$ cat src/hw/rtl/dsbd_pkg.sv
`timescale 1ns / 1ps
// ----------------------------------------------------------------------------
// dsbd_pkg
// shared types, register codes and reset values for the delta spike burst
// detector
// ----------------------------------------------------------------------------
package dsbd_pkg;

    localparam int HISTORY_DEPTH_DEF  = 64;
    localparam int DEFAULT_WINDOW_DEF = 5;

    localparam int DATA_W     = 16;
    localparam int WIN_W      = 8;
    localparam int THR_W      = 8;
    localparam int TOTAL_W    = 32;
    localparam int CFG_IDX_W  = 2;
    localparam int CFG_DATA_W = 16;

    // register indexes on the configuration port
    localparam logic [CFG_IDX_W-1:0] REG_SPIKE_DELTA     = 2'd0;
    localparam logic [CFG_IDX_W-1:0] REG_WINDOW_LENGTH   = 2'd1;
    localparam logic [CFG_IDX_W-1:0] REG_BURST_THRESHOLD = 2'd2;

    localparam logic [DATA_W-1:0] SPIKE_DELTA_RST     = 16'd6554;
    localparam logic [WIN_W-1:0]  WINDOW_LENGTH_RST   = 8'd5;
    localparam logic [THR_W-1:0]  BURST_THRESHOLD_RST = 8'd3;

    typedef enum logic [1:0] {
        VERDICT_STABLE = 2'd0,
        VERDICT_SPIKE  = 2'd1,
        VERDICT_BURST  = 2'd2
    } verdict_t;

    // bits needed for a count from 0 to depth
    function automatic int cnt_width(input int depth);
        return $clog2(depth + 1);
    endfunction

endpackage

$ cat src/hw/rtl/dsbd_in_if.sv
`timescale 1ns / 1ps
// ----------------------------------------------------------------------------
// dsbd_in_if
// sample channel: valid, ready and one Q0.16 level per transaction
// ----------------------------------------------------------------------------
interface dsbd_in_if
    import dsbd_pkg::*;
();
    logic              valid;
    logic              ready;
    logic [DATA_W-1:0] sample_level;

    modport source (output valid, output sample_level, input ready);
    modport sink   (input valid, input sample_level, output ready);
endinterface

$ cat src/hw/rtl/dsbd_out_if.sv
`timescale 1ns / 1ps
// ----------------------------------------------------------------------------
// dsbd_out_if
// result channel: verdict, window spike count and saturating totals
// ----------------------------------------------------------------------------
interface dsbd_out_if
    import dsbd_pkg::*;
#(
    parameter int CNT_W = cnt_width(HISTORY_DEPTH_DEF)
) ();
    logic               valid;
    logic               ready;
    verdict_t           verdict;
    logic [CNT_W-1:0]   window_spikes;
    logic [TOTAL_W-1:0] samples_seen;
    logic [TOTAL_W-1:0] spikes_seen;
    logic [TOTAL_W-1:0] bursts_seen;

    modport source (output valid, output verdict, output window_spikes,
                    output samples_seen, output spikes_seen, output bursts_seen,
                    input ready);
    modport sink   (input valid, input verdict, input window_spikes,
                    input samples_seen, input spikes_seen, input bursts_seen,
                    output ready);
endinterface

$ cat src/hw/rtl/dsbd_ram.sv
`timescale 1ns / 1ps
// ----------------------------------------------------------------------------
// dsbd_ram
// generic simple dual port ram, registered read, read-first on collision
// ----------------------------------------------------------------------------
module dsbd_ram #(
    parameter int WIDTH = 1,
    parameter int DEPTH = 64,
    parameter int AW    = (DEPTH > 1) ? $clog2(DEPTH) : 1
) (
    input  logic             clk,
    input  logic             we,
    input  logic [AW-1:0]    waddr,
    input  logic [WIDTH-1:0] wdata,
    input  logic             re,
    input  logic [AW-1:0]    raddr,
    output logic [WIDTH-1:0] rdata
);

    logic [WIDTH-1:0] mem [DEPTH];

    always_ff @(posedge clk)
    begin
        if (re)
        begin
            rdata <= mem[raddr];
        end
        if (we)
        begin
            mem[waddr] <= wdata;
        end
    end

endmodule

$ cat src/hw/rtl/delta_spike_burst_detector.sv
`timescale 1ns / 1ps
// ----------------------------------------------------------------------------
// delta_spike_burst_detector
// flags level jumps of at least spike_delta and reports bursts of them over a
// sliding window of recent samples
// ----------------------------------------------------------------------------
// Each accepted sample passes through stage 1 and the result register and
// gives one result transaction; with the result channel ready and no recount
// pass running the block sustains one sample per cycle. The spike flags of
// the last HISTORY_DEPTH samples live in a one-bit ram: the accept cycle
// writes the new flag and reads the flag leaving the window, stage 1 then
// folds that flag into the running window count and loads the result. The
// first sample after reset only sets the baseline. A write to window_length
// that makes the window shorter than its current fill starts a recount pass
// over the ram, one flag per cycle; samples are held off (ready low) for its
// duration. Configuration writes are meant for idle periods only.
// ----------------------------------------------------------------------------
module delta_spike_burst_detector
    import dsbd_pkg::*;
#(
    parameter int HISTORY_DEPTH  = HISTORY_DEPTH_DEF,
    parameter int DEFAULT_WINDOW = DEFAULT_WINDOW_DEF
) (
    input  logic                  clk,
    input  logic                  rst_n,
    input  logic                  cfg_wr_en,
    input  logic [CFG_IDX_W-1:0]  cfg_index,
    input  logic [CFG_DATA_W-1:0] cfg_data,
    dsbd_in_if.sink               sample_ch,
    dsbd_out_if.source            result_ch
);

    // count width, ring address width, width for window compares
    localparam int CNT_W   = cnt_width(HISTORY_DEPTH);
    localparam int AW      = (HISTORY_DEPTH > 1) ? $clog2(HISTORY_DEPTH) : 1;
    localparam int PW      = CNT_W + 1;
    localparam int CMP_W   = (CNT_W > WIN_W) ? CNT_W : WIN_W;
    localparam int DEF_EFF = (DEFAULT_WINDOW > HISTORY_DEPTH) ? HISTORY_DEPTH
                                                              : DEFAULT_WINDOW;

    // configuration registers
    logic [DATA_W-1:0] spike_delta_reg, spike_delta_next;
    logic [WIN_W-1:0]  window_length_reg, window_length_next;
    logic [THR_W-1:0]  burst_threshold_reg, burst_threshold_next;

    // stage 0 state, updated at sample accept
    logic              has_baseline_reg, has_baseline_next;
    logic [DATA_W-1:0] prev_level_reg, prev_level_next;
    logic [AW-1:0]     wr_pos_reg, wr_pos_next;
    logic [CNT_W-1:0]  occupancy_reg, occupancy_next;

    // stage 1: item waiting on the ram read
    logic s1_valid_reg, s1_valid_next;
    logic s1_spiked_reg, s1_spiked_next;
    logic s1_tail_chk_reg, s1_tail_chk_next;

    // window count and totals; they also serve as the result payload
    logic [CNT_W-1:0]   win_total_reg, win_total_next;
    logic [TOTAL_W-1:0] sample_cnt_reg, sample_cnt_next;
    logic [TOTAL_W-1:0] spike_cnt_reg, spike_cnt_next;
    logic [TOTAL_W-1:0] burst_cnt_reg, burst_cnt_next;

    // result register
    logic     out_valid_reg, out_valid_next;
    verdict_t verdict_reg, verdict_next;

    // recount pass after a window shrink
    logic [CNT_W-1:0] rc_left_reg, rc_left_next;
    logic [AW-1:0]    rc_addr_reg, rc_addr_next;
    logic             rc_pend_reg, rc_pend_next;

    // ram ports
    logic          ram_we;
    logic          ram_re;
    logic [AW-1:0] ram_raddr;
    logic [0:0]    ram_rdata;

    logic              rc_busy;
    logic              out_free;
    logic              s1_adv;
    logic              in_accept;
    logic [CNT_W-1:0]  win_eff;
    logic [CNT_W-1:0]  win_cfg;
    logic [DATA_W-1:0] level_diff;
    logic              spiked;
    logic              tail_chk;
    logic [PW-1:0]     tail_sum;
    logic [AW-1:0]     tail_addr;
    logic              tail_drop;
    logic [CNT_W-1:0]  total_upd;
    verdict_t          verdict_upd;

    // window_length to effective window: zero picks default, clamp to depth
    function automatic logic [CNT_W-1:0] eff_window(input logic [WIN_W-1:0] wl);
        logic [CMP_W-1:0] wx;
        logic [CNT_W-1:0] res;
        wx = CMP_W'(wl);
        if (wl == '0)
        begin
            res = CNT_W'(DEF_EFF);
        end
        else if (wx > CMP_W'(HISTORY_DEPTH))
        begin
            res = CNT_W'(HISTORY_DEPTH);
        end
        else
        begin
            res = CNT_W'(wx);
        end
        return res;
    endfunction

    // ring position one step back, wrapping at the depth
    function automatic logic [AW-1:0] pos_back(input logic [AW-1:0] pos);
        logic [AW-1:0] res;
        if (pos == '0)
        begin
            res = AW'(HISTORY_DEPTH - 1);
        end
        else
        begin
            res = pos - AW'(1);
        end
        return res;
    endfunction

    // handshake
    assign rc_busy   = (rc_left_reg != '0) || rc_pend_reg;
    assign out_free  = !out_valid_reg || result_ch.ready;
    assign s1_adv    = s1_valid_reg && out_free;
    assign sample_ch.ready = !rc_busy && (!s1_valid_reg || out_free);
    assign in_accept = sample_ch.valid && sample_ch.ready;

    assign win_eff = eff_window(window_length_reg);
    assign win_cfg = eff_window(cfg_data[WIN_W-1:0]);

    // spike detect against the previous level
    always_comb
    begin
        if (sample_ch.sample_level >= prev_level_reg)
        begin
            level_diff = sample_ch.sample_level - prev_level_reg;
        end
        else
        begin
            level_diff = prev_level_reg - sample_ch.sample_level;
        end
        spiked = has_baseline_reg && (level_diff >= spike_delta_reg);
    end

    // slot leaving the window: write position minus window, modulo depth
    always_comb
    begin
        tail_chk = (occupancy_reg >= win_eff);
        tail_sum = PW'(wr_pos_reg) + PW'(HISTORY_DEPTH) - PW'(win_eff);
        if (tail_sum >= PW'(HISTORY_DEPTH))
        begin
            tail_sum = tail_sum - PW'(HISTORY_DEPTH);
        end
        tail_addr = AW'(tail_sum);
    end

    // stage 1 window count and verdict
    always_comb
    begin
        tail_drop = s1_tail_chk_reg && ram_rdata[0] && (win_total_reg != '0);
        total_upd = win_total_reg - CNT_W'(tail_drop) + CNT_W'(s1_spiked_reg);
        if (!s1_spiked_reg)
        begin
            verdict_upd = VERDICT_STABLE;
        end
        else if (CMP_W'(total_upd) >= CMP_W'(burst_threshold_reg))
        begin
            verdict_upd = VERDICT_BURST;
        end
        else
        begin
            verdict_upd = VERDICT_SPIKE;
        end
    end

    // ram access: recount reads take the port while the pass runs
    assign ram_we    = in_accept;
    assign ram_re    = (in_accept && tail_chk) || (rc_left_reg != '0);
    assign ram_raddr = (rc_left_reg != '0) ? rc_addr_reg : tail_addr;

    dsbd_ram #(
        .WIDTH (1),
        .DEPTH (HISTORY_DEPTH),
        .AW    (AW)
    ) u_flag_ram (
        .clk   (clk),
        .we    (ram_we),
        .waddr (wr_pos_reg),
        .wdata (spiked),
        .re    (ram_re),
        .raddr (ram_raddr),
        .rdata (ram_rdata)
    );

    // next state
    always_comb
    begin
        spike_delta_next     = spike_delta_reg;
        window_length_next   = window_length_reg;
        burst_threshold_next = burst_threshold_reg;
        has_baseline_next    = has_baseline_reg;
        prev_level_next      = prev_level_reg;
        wr_pos_next          = wr_pos_reg;
        occupancy_next       = occupancy_reg;
        s1_valid_next        = s1_valid_reg;
        s1_spiked_next       = s1_spiked_reg;
        s1_tail_chk_next     = s1_tail_chk_reg;
        win_total_next       = win_total_reg;
        sample_cnt_next      = sample_cnt_reg;
        spike_cnt_next       = spike_cnt_reg;
        burst_cnt_next       = burst_cnt_reg;
        out_valid_next       = out_valid_reg;
        verdict_next         = verdict_reg;
        rc_left_next         = rc_left_reg;
        rc_addr_next         = rc_addr_reg;
        rc_pend_next         = 1'b0;

        // recount pass: issue one read per cycle, fold the data in on the cycle after
        if (rc_left_reg != '0)
        begin
            rc_left_next = rc_left_reg - CNT_W'(1);
            rc_addr_next = pos_back(rc_addr_reg);
            rc_pend_next = 1'b1;
        end
        if (rc_pend_reg)
        begin
            win_total_next = win_total_reg + CNT_W'(ram_rdata[0]);
        end

        // sample accept: baseline, ring write, occupancy
        if (in_accept)
        begin
            has_baseline_next = 1'b1;
            prev_level_next   = sample_ch.sample_level;
            wr_pos_next       = (wr_pos_reg == AW'(HISTORY_DEPTH - 1)) ? '0
                                                                       : wr_pos_reg + AW'(1);
            occupancy_next    = tail_chk ? win_eff : occupancy_reg + CNT_W'(1);
            s1_spiked_next    = spiked;
            s1_tail_chk_next  = tail_chk;
        end

        // result register
        if (s1_adv)
        begin
            out_valid_next = 1'b1;
        end
        else if (result_ch.ready)
        begin
            out_valid_next = 1'b0;
        end

        if (in_accept)
        begin
            s1_valid_next = 1'b1;
        end
        else if (s1_adv)
        begin
            s1_valid_next = 1'b0;
        end

        if (s1_adv)
        begin
            win_total_next  = total_upd;
            verdict_next    = verdict_upd;
            sample_cnt_next = (sample_cnt_reg == '1) ? sample_cnt_reg
                                                     : sample_cnt_reg + TOTAL_W'(1);
            if (s1_spiked_reg && (spike_cnt_reg != '1))
            begin
                spike_cnt_next = spike_cnt_reg + TOTAL_W'(1);
            end
            if ((verdict_upd == VERDICT_BURST) && (burst_cnt_reg != '1))
            begin
                burst_cnt_next = burst_cnt_reg + TOTAL_W'(1);
            end
        end

        // register writes; a shrinking window cuts the fill and recounts
        if (cfg_wr_en)
        begin
            unique case (cfg_index)
                REG_SPIKE_DELTA:
                begin
                    spike_delta_next = cfg_data[DATA_W-1:0];
                end
                REG_WINDOW_LENGTH:
                begin
                    window_length_next = cfg_data[WIN_W-1:0];
                    if (occupancy_reg > win_cfg)
                    begin
                        occupancy_next = win_cfg;
                        win_total_next = '0;
                        rc_left_next   = win_cfg;
                        rc_addr_next   = pos_back(wr_pos_reg);
                        rc_pend_next   = 1'b0;
                    end
                end
                REG_BURST_THRESHOLD:
                begin
                    burst_threshold_next = cfg_data[THR_W-1:0];
                end
                default:
                begin
                end
            endcase
        end
    end

    always_ff @(posedge clk or negedge rst_n)
    begin
        if (!rst_n)
        begin
            spike_delta_reg     <= SPIKE_DELTA_RST;
            window_length_reg   <= WINDOW_LENGTH_RST;
            burst_threshold_reg <= BURST_THRESHOLD_RST;
            has_baseline_reg    <= 1'b0;
            prev_level_reg      <= '0;
            wr_pos_reg          <= '0;
            occupancy_reg       <= '0;
            s1_valid_reg        <= 1'b0;
            win_total_reg       <= '0;
            sample_cnt_reg      <= '0;
            spike_cnt_reg       <= '0;
            burst_cnt_reg       <= '0;
            out_valid_reg       <= 1'b0;
            rc_left_reg         <= '0;
            rc_pend_reg         <= 1'b0;
        end
        else
        begin
            spike_delta_reg     <= spike_delta_next;
            window_length_reg   <= window_length_next;
            burst_threshold_reg <= burst_threshold_next;
            has_baseline_reg    <= has_baseline_next;
            prev_level_reg      <= prev_level_next;
            wr_pos_reg          <= wr_pos_next;
            occupancy_reg       <= occupancy_next;
            s1_valid_reg        <= s1_valid_next;
            win_total_reg       <= win_total_next;
            sample_cnt_reg      <= sample_cnt_next;
            spike_cnt_reg       <= spike_cnt_next;
            burst_cnt_reg       <= burst_cnt_next;
            out_valid_reg       <= out_valid_next;
            rc_left_reg         <= rc_left_next;
            rc_pend_reg         <= rc_pend_next;
        end
    end

    // payload registers, no reset needed
    always_ff @(posedge clk)
    begin
        s1_spiked_reg   <= s1_spiked_next;
        s1_tail_chk_reg <= s1_tail_chk_next;
        verdict_reg     <= verdict_next;
        rc_addr_reg     <= rc_addr_next;
    end

    // totals only move when a result is loaded, so they hold with the result
    assign result_ch.valid         = out_valid_reg;
    assign result_ch.verdict       = verdict_reg;
    assign result_ch.window_spikes = win_total_reg;
    assign result_ch.samples_seen  = sample_cnt_reg;
    assign result_ch.spikes_seen   = spike_cnt_reg;
    assign result_ch.bursts_seen   = burst_cnt_reg;

endmodule

$ cat src/flat_wrapper.sv
// flat-port wrapper written by rule: the top's interface ports become plain ports
module delta_spike_burst_detector_flat import dsbd_pkg::*;
#(
    parameter int HISTORY_DEPTH  = HISTORY_DEPTH_DEF,
    parameter int DEFAULT_WINDOW = DEFAULT_WINDOW_DEF
)
  (clk, rst_n, cfg_wr_en, cfg_index, cfg_data, sample_ch_valid, sample_ch_sample_level, sample_ch_ready, result_ch_valid, result_ch_verdict, result_ch_window_spikes, result_ch_samples_seen, result_ch_spikes_seen, result_ch_bursts_seen, result_ch_ready);
  dsbd_in_if sample_ch_i ();
  dsbd_out_if result_ch_i ();
  input  logic clk;
  input  logic rst_n;
  input  logic cfg_wr_en;
  input  logic [CFG_IDX_W-1:0] cfg_index;
  input  logic [CFG_DATA_W-1:0] cfg_data;
  input wire logic [$bits(sample_ch_i.valid)-1:0] sample_ch_valid;
  input wire logic [$bits(sample_ch_i.sample_level)-1:0] sample_ch_sample_level;
  output wire logic [$bits(sample_ch_i.ready)-1:0] sample_ch_ready;
  output wire logic [$bits(result_ch_i.valid)-1:0] result_ch_valid;
  output wire logic [$bits(result_ch_i.verdict)-1:0] result_ch_verdict;
  output wire logic [$bits(result_ch_i.window_spikes)-1:0] result_ch_window_spikes;
  output wire logic [$bits(result_ch_i.samples_seen)-1:0] result_ch_samples_seen;
  output wire logic [$bits(result_ch_i.spikes_seen)-1:0] result_ch_spikes_seen;
  output wire logic [$bits(result_ch_i.bursts_seen)-1:0] result_ch_bursts_seen;
  input wire logic [$bits(result_ch_i.ready)-1:0] result_ch_ready;
  assign sample_ch_i.valid = sample_ch_valid;
  assign sample_ch_i.sample_level = sample_ch_sample_level;
  assign sample_ch_ready = sample_ch_i.ready;
  assign result_ch_valid = result_ch_i.valid;
  assign result_ch_verdict = result_ch_i.verdict;
  assign result_ch_window_spikes = result_ch_i.window_spikes;
  assign result_ch_samples_seen = result_ch_i.samples_seen;
  assign result_ch_spikes_seen = result_ch_i.spikes_seen;
  assign result_ch_bursts_seen = result_ch_i.bursts_seen;
  assign result_ch_i.ready = result_ch_ready;
  delta_spike_burst_detector #(.HISTORY_DEPTH(HISTORY_DEPTH), .DEFAULT_WINDOW(DEFAULT_WINDOW)) u_core (.clk(clk), .rst_n(rst_n), .cfg_wr_en(cfg_wr_en), .cfg_index(cfg_index), .cfg_data(cfg_data), .sample_ch(sample_ch_i), .result_ch(result_ch_i));
endmodule
$ cat config.mk
export PLATFORM = sky130hd
export DESIGN_NAME = delta_spike_burst_detector_flat
export DESIGN_NICKNAME = d
export VERILOG_FILES = /design/src/hw/rtl/dsbd_pkg.sv /design/src/hw/rtl/dsbd_in_if.sv /design/src/hw/rtl/dsbd_out_if.sv /design/src/hw/rtl/dsbd_ram.sv /design/src/hw/rtl/delta_spike_burst_detector.sv /design/src/flat_wrapper.sv
export SDC_FILE = /design/constraint.sdc
export NUM_CORES = 1
export LEC_CHECK = 0
export BUFFER_PORTS_ARGS = -buffer_cell sky130_fd_sc_hd__buf_2
export CORE_ASPECT_RATIO = 0.75
export CORE_MARGIN = 2
export CORE_UTILIZATION = 54
export CTS_BUF_LIST = sky130_fd_sc_hd__clkbuf_8
export CTS_CLUSTER_SIZE = 8
export DETAILED_ROUTE_END_ITERATION = 12
export GPL_TIMING_DRIVEN = 0
export PLACE_DENSITY = 0.87
export SETUP_SLACK_MARGIN = 0.4
export SLEW_MARGIN = 20
export SYNTH_ARGS = -nofsm -noshare
export SYNTH_HDL_FRONTEND = slang
export SYNTH_SLANG_ARGS = --single-unit
$ cat constraint.sdc
create_clock -name clk -period 7.3 [get_ports clk]
set_clock_uncertainty 0.15 [all_clocks]
set_input_delay 1.46 -clock clk [delete_from_list [all_inputs] [get_ports clk]]
set_output_delay 1.46 -clock clk [all_outputs]
set_load 0.05 [all_outputs]
Word level (Yosys, flattened, before mapping)

Memories as Yosys holds them, arrays and structs flattened. A register that Yosys moved wholly into a read port is not among the register bits.
Cells that the tools add are included.

Register bits after elaboration: 185
Memory bits (writable): 64
Output and inout port bits: 107
Memories: 1
Logic and storage cells: 123
Input port bits: 39

Multiplexer cells: 40
Reductions and logical operators: 31
Add/subtract/negate cells: 16
Bitwise operators: 1
$lt $le $gt $ge: 8
Eq/ne operators: 7

Memories:

| memory                | words | width | read ports | clocked after Yosys merged registers in | write ports | RTL line       | RTL |
|---|---|---|---|---|---|---|---|
| u_core.u_flag_ram.mem | 64    | 1     | 1          | 1                                       | 1           | dsbd_ram.sv:20 | `logic [WIDTH-1:0] mem [DEPTH];` |

Operators by type and width:

| operator                | count |
|---|---|
| $mux W7                 | 18 |
| $add A32 B1 Y32 const B | 3 |
| $ne A32 B32 Y1 const B  | 2 |
| $mux W6                 | 9 |
| $eq A32 B32 Y1 const B  | 1 |
| $ge A16 B16 Y1          | 2 |
| $sub A16 B16 Y16        | 2 |
| $sub A6 B1 Y6 const B   | 3 |
| $gt A8 B7 Y1 const B    | 2 |
| $logic_not A8 Y1        | 2 |
| $mux W16                | 1 |
| $add A7 B1 Y7           | 2 |
| $reduce_bool A7 Y1      | 2 |
| $logic_not A6 Y1        | 2 |
| $reduce_and A2 Y1       | 6 |
| $mux W1                 | 10 |
| $logic_and A1 B1 Y1     | 9 |
| $add A6 B7 Y8 const B   | 1 |
| $ge A7 B8 Y1            | 1 |
| $ge A8 B7 Y1 const B    | 1 |
| $sub A8 B7 Y8           | 1 |
| $add A7 B1 Y7 const B   | 1 |
| $ge A7 B7 Y1            | 1 |
| $gt A7 B7 Y1            | 1 |
| other kinds (12)        | 20 |

Longest topological paths before layout

Depth after elaboration: 10
Mapped depth: 22
Gate-level depth less buffers: 20

By module

From an unflattened synthesis, not the netlist that was laid out.

Cells, all modules: 1393
Area, all modules: 14262.4 um2

By module, submodules not included:

| module                     | times used | area each (um2) | seq. area each (um2) | cells an instance |
|---|---|---|---|---|
| delta_spike_burst_detector | 1          | 11338.4         | 4633.2               | 1189 |
| dsbd_ram                   | 1          | 2924.1          | 1951.9               | 204 |

Least setup slack after synthesis

Ideal clock, no wire load.

Path type: input port to flip-flop
From: input sample_ch_sample_level[2]
To: register u_core.s1_spiked_reg, data pin
Path buffers: 2
Arrival time: 7.048 ns
Required time: 6.441 ns
Stages: 18
Path slack: -0.608 ns
Library setup time: 0.709 ns
Cell sequence: inv_1 > ha_1 > clkbuf_1 > a21o_1 > nor2b_1 > o211ai_1 > a31o_2 > a31oi_2 > clkbuf_1 > mux2_2 > ha_1 > a21o_1 > a21o_1 > a21o_1 > a21oi_1 > o21ai_0 > a221oi_1 > o21ai_0

Longest elaborated chain between the ends: 4
Elaborated cells on any way between the ends: 6
Those cells by class: add/sub (2); order compare (2); mux (1); reduce/logical (1)

Ends and longest elaborated chain:

| element                                  | RTL line                          | RTL |
|---|---|---|
| from (decl)                              | flat_wrapper.sv:16                | `input wire logic [$bits(sample_ch_i.sample_level)-1:0] sample_ch_sample_level;` |
| $sub A16 B16 Y16 (tied with other cells) | delta_spike_burst_detector.sv:146 | `level_diff = prev_level_reg - sample_ch.sample_level;` |
| $mux W16 *                               | delta_spike_burst_detector.sv:140 | `if (sample_ch.sample_level >= prev_level_reg)` |
| $ge A16 B16 Y1 *                         | delta_spike_burst_detector.sv:148 | `spiked = has_baseline_reg && (level_diff >= spike_delta_reg);` |
| $logic_and A1 B1 Y1 *                    | delta_spike_burst_detector.sv:148 |  |
| named net u_core.spiked                  | delta_spike_burst_detector.sv:85  | `logic spiked;` |
| to (signal assigned)                     | delta_spike_burst_detector.sv:357 | `s1_spiked_reg <= s1_spiked_next;` |
| to (decl)                                | delta_spike_burst_detector.sv:54  | `logic s1_spiked_reg, s1_spiked_next;` |

The timed path passes the listed nets; every way through them passes the cells marked *.
A chain may end at the register's enable or synchronous reset.

Worst setup path in the final report

From: input sample_ch_sample_level[2]
To: memory u_core.u_flag_ram.mem[12], data pin

Longest elaborated chain between the ends: 4
Elaborated cells on any way between the ends: 6
Those cells by class: add/sub (2); order compare (2); mux (1); reduce/logical (1)

Ends and longest elaborated chain:

| element                                  | RTL line |
|---|---|
| $sub A16 B16 Y16 (tied with other cells) | delta_spike_burst_detector.sv:146 |
| $mux W16 *                               | delta_spike_burst_detector.sv:140 |
| $ge A16 B16 Y1 *                         | delta_spike_burst_detector.sv:148 |
| $logic_and A1 B1 Y1 *                    | delta_spike_burst_detector.sv:148 |
| named net u_core.spiked                  | delta_spike_burst_detector.sv:85 |
| to (decl)                                | dsbd_ram.sv:20 |

Marked as above.

==> summary.md <==
| Metric | Value |
|---|---|
| R2R Setup Slk | `1.83 ns` |
| Gpl congestion | `0.930` |
| CP required | `7.44 ns` |
| First-pass GRT wire length | `57300 um` |
| Gate Count Post-Synth | `1443` |
| EDFF count, synth | `69` |
| Post-Synth XOR/XNOR Area | `8.46%` |
| Syn Nets | `1584` |
| Remaining DRCs | `0` |
| Hold WC Path Type | `reg -> reg` |
| Share of cells above drive strength 1 | `15.5%` |
| CP Max Fanout | `35` |
| Hold depth | `1` |
| Final min period | `6.11 ns` |
| Mapped Area | `14300 sq um` |
| Net count reported at finish | `1774` |
| Final Hold Viols | `0` |
| Peak VDD IR | `224 uV` |
| FF-to-FF End | `u_core.u_flag_ram.mem[12]` |
| Tightest Pin Transition | `0.895 ns` |
| Pins over their slew limit | `0` |
| Full die area | `27800 sq um` |
| Initial Util | `55.0%` |
| Asr flop ratio synth | `70.0%` |
| Final WL | `35200 um` |
| Wire per inst | `17.5 um` |
| Cells on worst reg2reg path | `18` |
| Largest net degree at the start of global routing | `103` |
| P&R area growth vs syn | `14.0%` |
| I/O pins | `146` |
| Max-cap violations | `0` |
| Placed cell count | `1934` |
| Most frequent cell after synthesis | `dfrtp_1` |
| Vias per inst | `5.88` |
| Setup bufs post-CTS | `0` |
| CP Capture Type | `register` |
| Dpl cell area | `15500 sq um` |
| Final setup viols | `0` |
| CP arrival | `6.26 ns` |
| Total power | `5.94 mW` |
| Max Fclk | `0.164 GHz` |
| Non-Filler Instances | `2009` |
| P per Cell Area | `365 nW/um^2` |
| Width of the die | `192 um` |
| Port bufs | `145` |
| Outcome | `completed` |
| Vias in the first global route | `11564` |
| #FFs+latches synth | `250` |
| Compound-Gate Fraction of Synth Area | `11.3%` |
| Hold path start | `u_core.result_ch.spikes_seen[24]` |
| Worst setup SP type | `input port` |
| Maximum clock insertion buffer count | `3` |
| Largest family of logic cells by synthesized area | `simple AND/OR/NAND/NOR gates` |
| Mux cell area share after synthesis | `3.14%` |
| Post-Synth Adder-Cell Area | `9.14%` |
| RR Startpoint | `u_core.prev_level_reg[2]` |
| RSZ-0062 raised after global routing | `false` |
| Period utilisation layout | `83.8%` |
| TritonCTS Buffers | `41` |
| LEAKAGE | `7.50 nW` |
| Initial DRC Count | `921` |
| Total gr overflow | `0` |
| Clk sink count | `250` |
| Final HPWL DP | `25500 um` |
| Synth area leaders | `dfrtp_1 29%, edfxtp_1 15%, ha_1 8.6%` |
| Rel. slew slack | `39.9%` |
| Finished Cell Area | `16300 sq um` |
| Total number of vias | `11821` |
| Clock transition at the registers of the reported paths | `0.06 ns` |
| Antenna-violating nets left | `0` |
| Yosys cell types | `75` |
| Die H | `145 um` |
| YS warnings | `0` |
| FP Rows | `51` |
| CTS resizes | `0` |
| Clock Tree Root | `clkbuf_8` |
| Sequential area share after synthesis | `46.1%` |
| Post-CTS Hold Buffers | `0` |
| Syn Area/Cell | `9.90 sq um` |
| First-pass detailed-route iteration total | `7` |
| TritonCTS clock tree | `yes` |
| Most instantiated cells after synthesis | `164 x dfrtp_1, 142 x nand2_1, 130 x nor2_1` |
| Max reg flops | `64` |
| Final Util | `62.7%` |
| N_diodes | `0` |
| Area share of and/or/nand/nor cells after synthesis | `17.8%` |
| Hold Path Sink | `u_core.result_ch.spikes_seen[24]` |
| H-tree levels | `2` |
| Initial antenna violation count | `0` |
| Biggest register | `u_core.u_flag_ram.mem` |
| Most used DFF post-synth | `dfrtp_1` |
| Clock Latency Late Sink | `0.58 ns` |
| Total GRT Usage | `25.7%` |
| Share of the synthesized area in the top cell type | `28.7%` |
| Core area | `26000 sq um` |
| Setup Crit Path Kind | `in -> reg` |
| Most area-hungry cell type in the Yosys netlist | `dfrtp_1` |
## layout by cell type (no fill, tap or decap), types with 12 or more instances in the layout
cell type	instances
xor2_1	40
mux2_2	22
a21oi_1	61
clkbuf_8	44
edfxtp_1	69
nand2_1	142
inv_1	130
a21o_1	24
xnor2_1	98
clkbuf_1	33
nand4_1	34
and4_1	12
dfrtp_1	164
nor3_1	27
nor2_1	130
ha_1	98
buf_2	153
nand3_1	65
and2_1	13
mux2i_1	20
a211oi_1	20
o21ai_0	68
and3_1	20
## how the worst max path moves through the flow
| stage | startpoint | cells after the start | slack [ns] | to |
|---|---|---|---|---|
| 2_1_floorplan | sample_ch_sample_level[2] | 18 | 0.51 | u_core.s1_spiked_reg |
| 3_3_place_gp | sample_ch_sample_level[2] | 19 | -1.18 | u_core.u_flag_ram.mem[3] |
| 3_5_place_dp | sample_ch_sample_level[2] | 20 | 0.67 | u_core.s1_spiked_reg |
| 4_1_cts | sample_ch_sample_level[2] | 20 | 1.25 | u_core.u_flag_ram.mem[13] |
| 5_1_grt | sample_ch_sample_level[2] | 20 | 0.89 | u_core.u_flag_ram.mem[13] |
| 6_report | sample_ch_sample_level[2] | 20 | 1.19 | u_core.u_flag_ram.mem[12] |
## power breakdown
group          leakage, nW  internal [mW]  switching (mW)
Sequential            2.94           1.79           0.166
Clock                0.489          0.594           0.574
Combinational         4.07           1.10            1.71
Total                 7.50           3.49            2.45
## layer usage
metal	GRT usage, %	up-vias	wire, um
li1	-	5463	-
met1	35.0	5755	14900
met2	41.6	545	16100
met3	5.88	58	3570
met4	7.17	0	558
met5	0	-	0
## final cells by class
type                            count  area, sq um
Fill cell                        2032         9690
Multi-Input combinational cell   1045         7130
Sequential cell                   250         6590
Timing Repair Buffer              147          791
Clock buffer                       44          606
Tap cell                          344          430
Inverter                          104          390
Buffer                             44          188
Clock inverter                     31          156
## cells by family after synthesis
family,count (synthesis)
buffers and inverters,148
XOR/XNOR,138
flip-flops,250
multiplexers,42
AO/OA/AOI/OAI,253
AND/OR/NAND/NOR,510
adder cells (fa/ha/maj),102
## critical path, cell delays in order
cell and delay (ns):
buf_2 0.10, inv_1 0.04, ha_1 0.27, clkbuf_1 0.26, a21o_1 0.19, nor2b_1 0.16, o211ai_1 0.16, a31o_2 0.30
a31oi_2 0.48, clkbuf_1 0.45, mux2_2 0.40, ha_1 0.27, a21o_1 0.16, a21o_1 0.17, a21o_1 0.17, a21oi_1 0.12
o21ai_0 0.12, a221oi_1 0.41, o21ai_4 0.28, buf_16 0.26
## metrics by stage
stage	hold slack [ns]	setup TNS, ns	setup slack, ns
3_5_place_dp	0.333	0	0.667
2_1_floorplan	0.301	0	0.507
3_3_place_gp	0.322	-76.37	-1.18
5_1_grt	0.359	0	0.891
4_1_cts	0.348	0	1.25
6_report	0.337	0	1.19
Note: power is estimated with default switching activity, not from simulation.
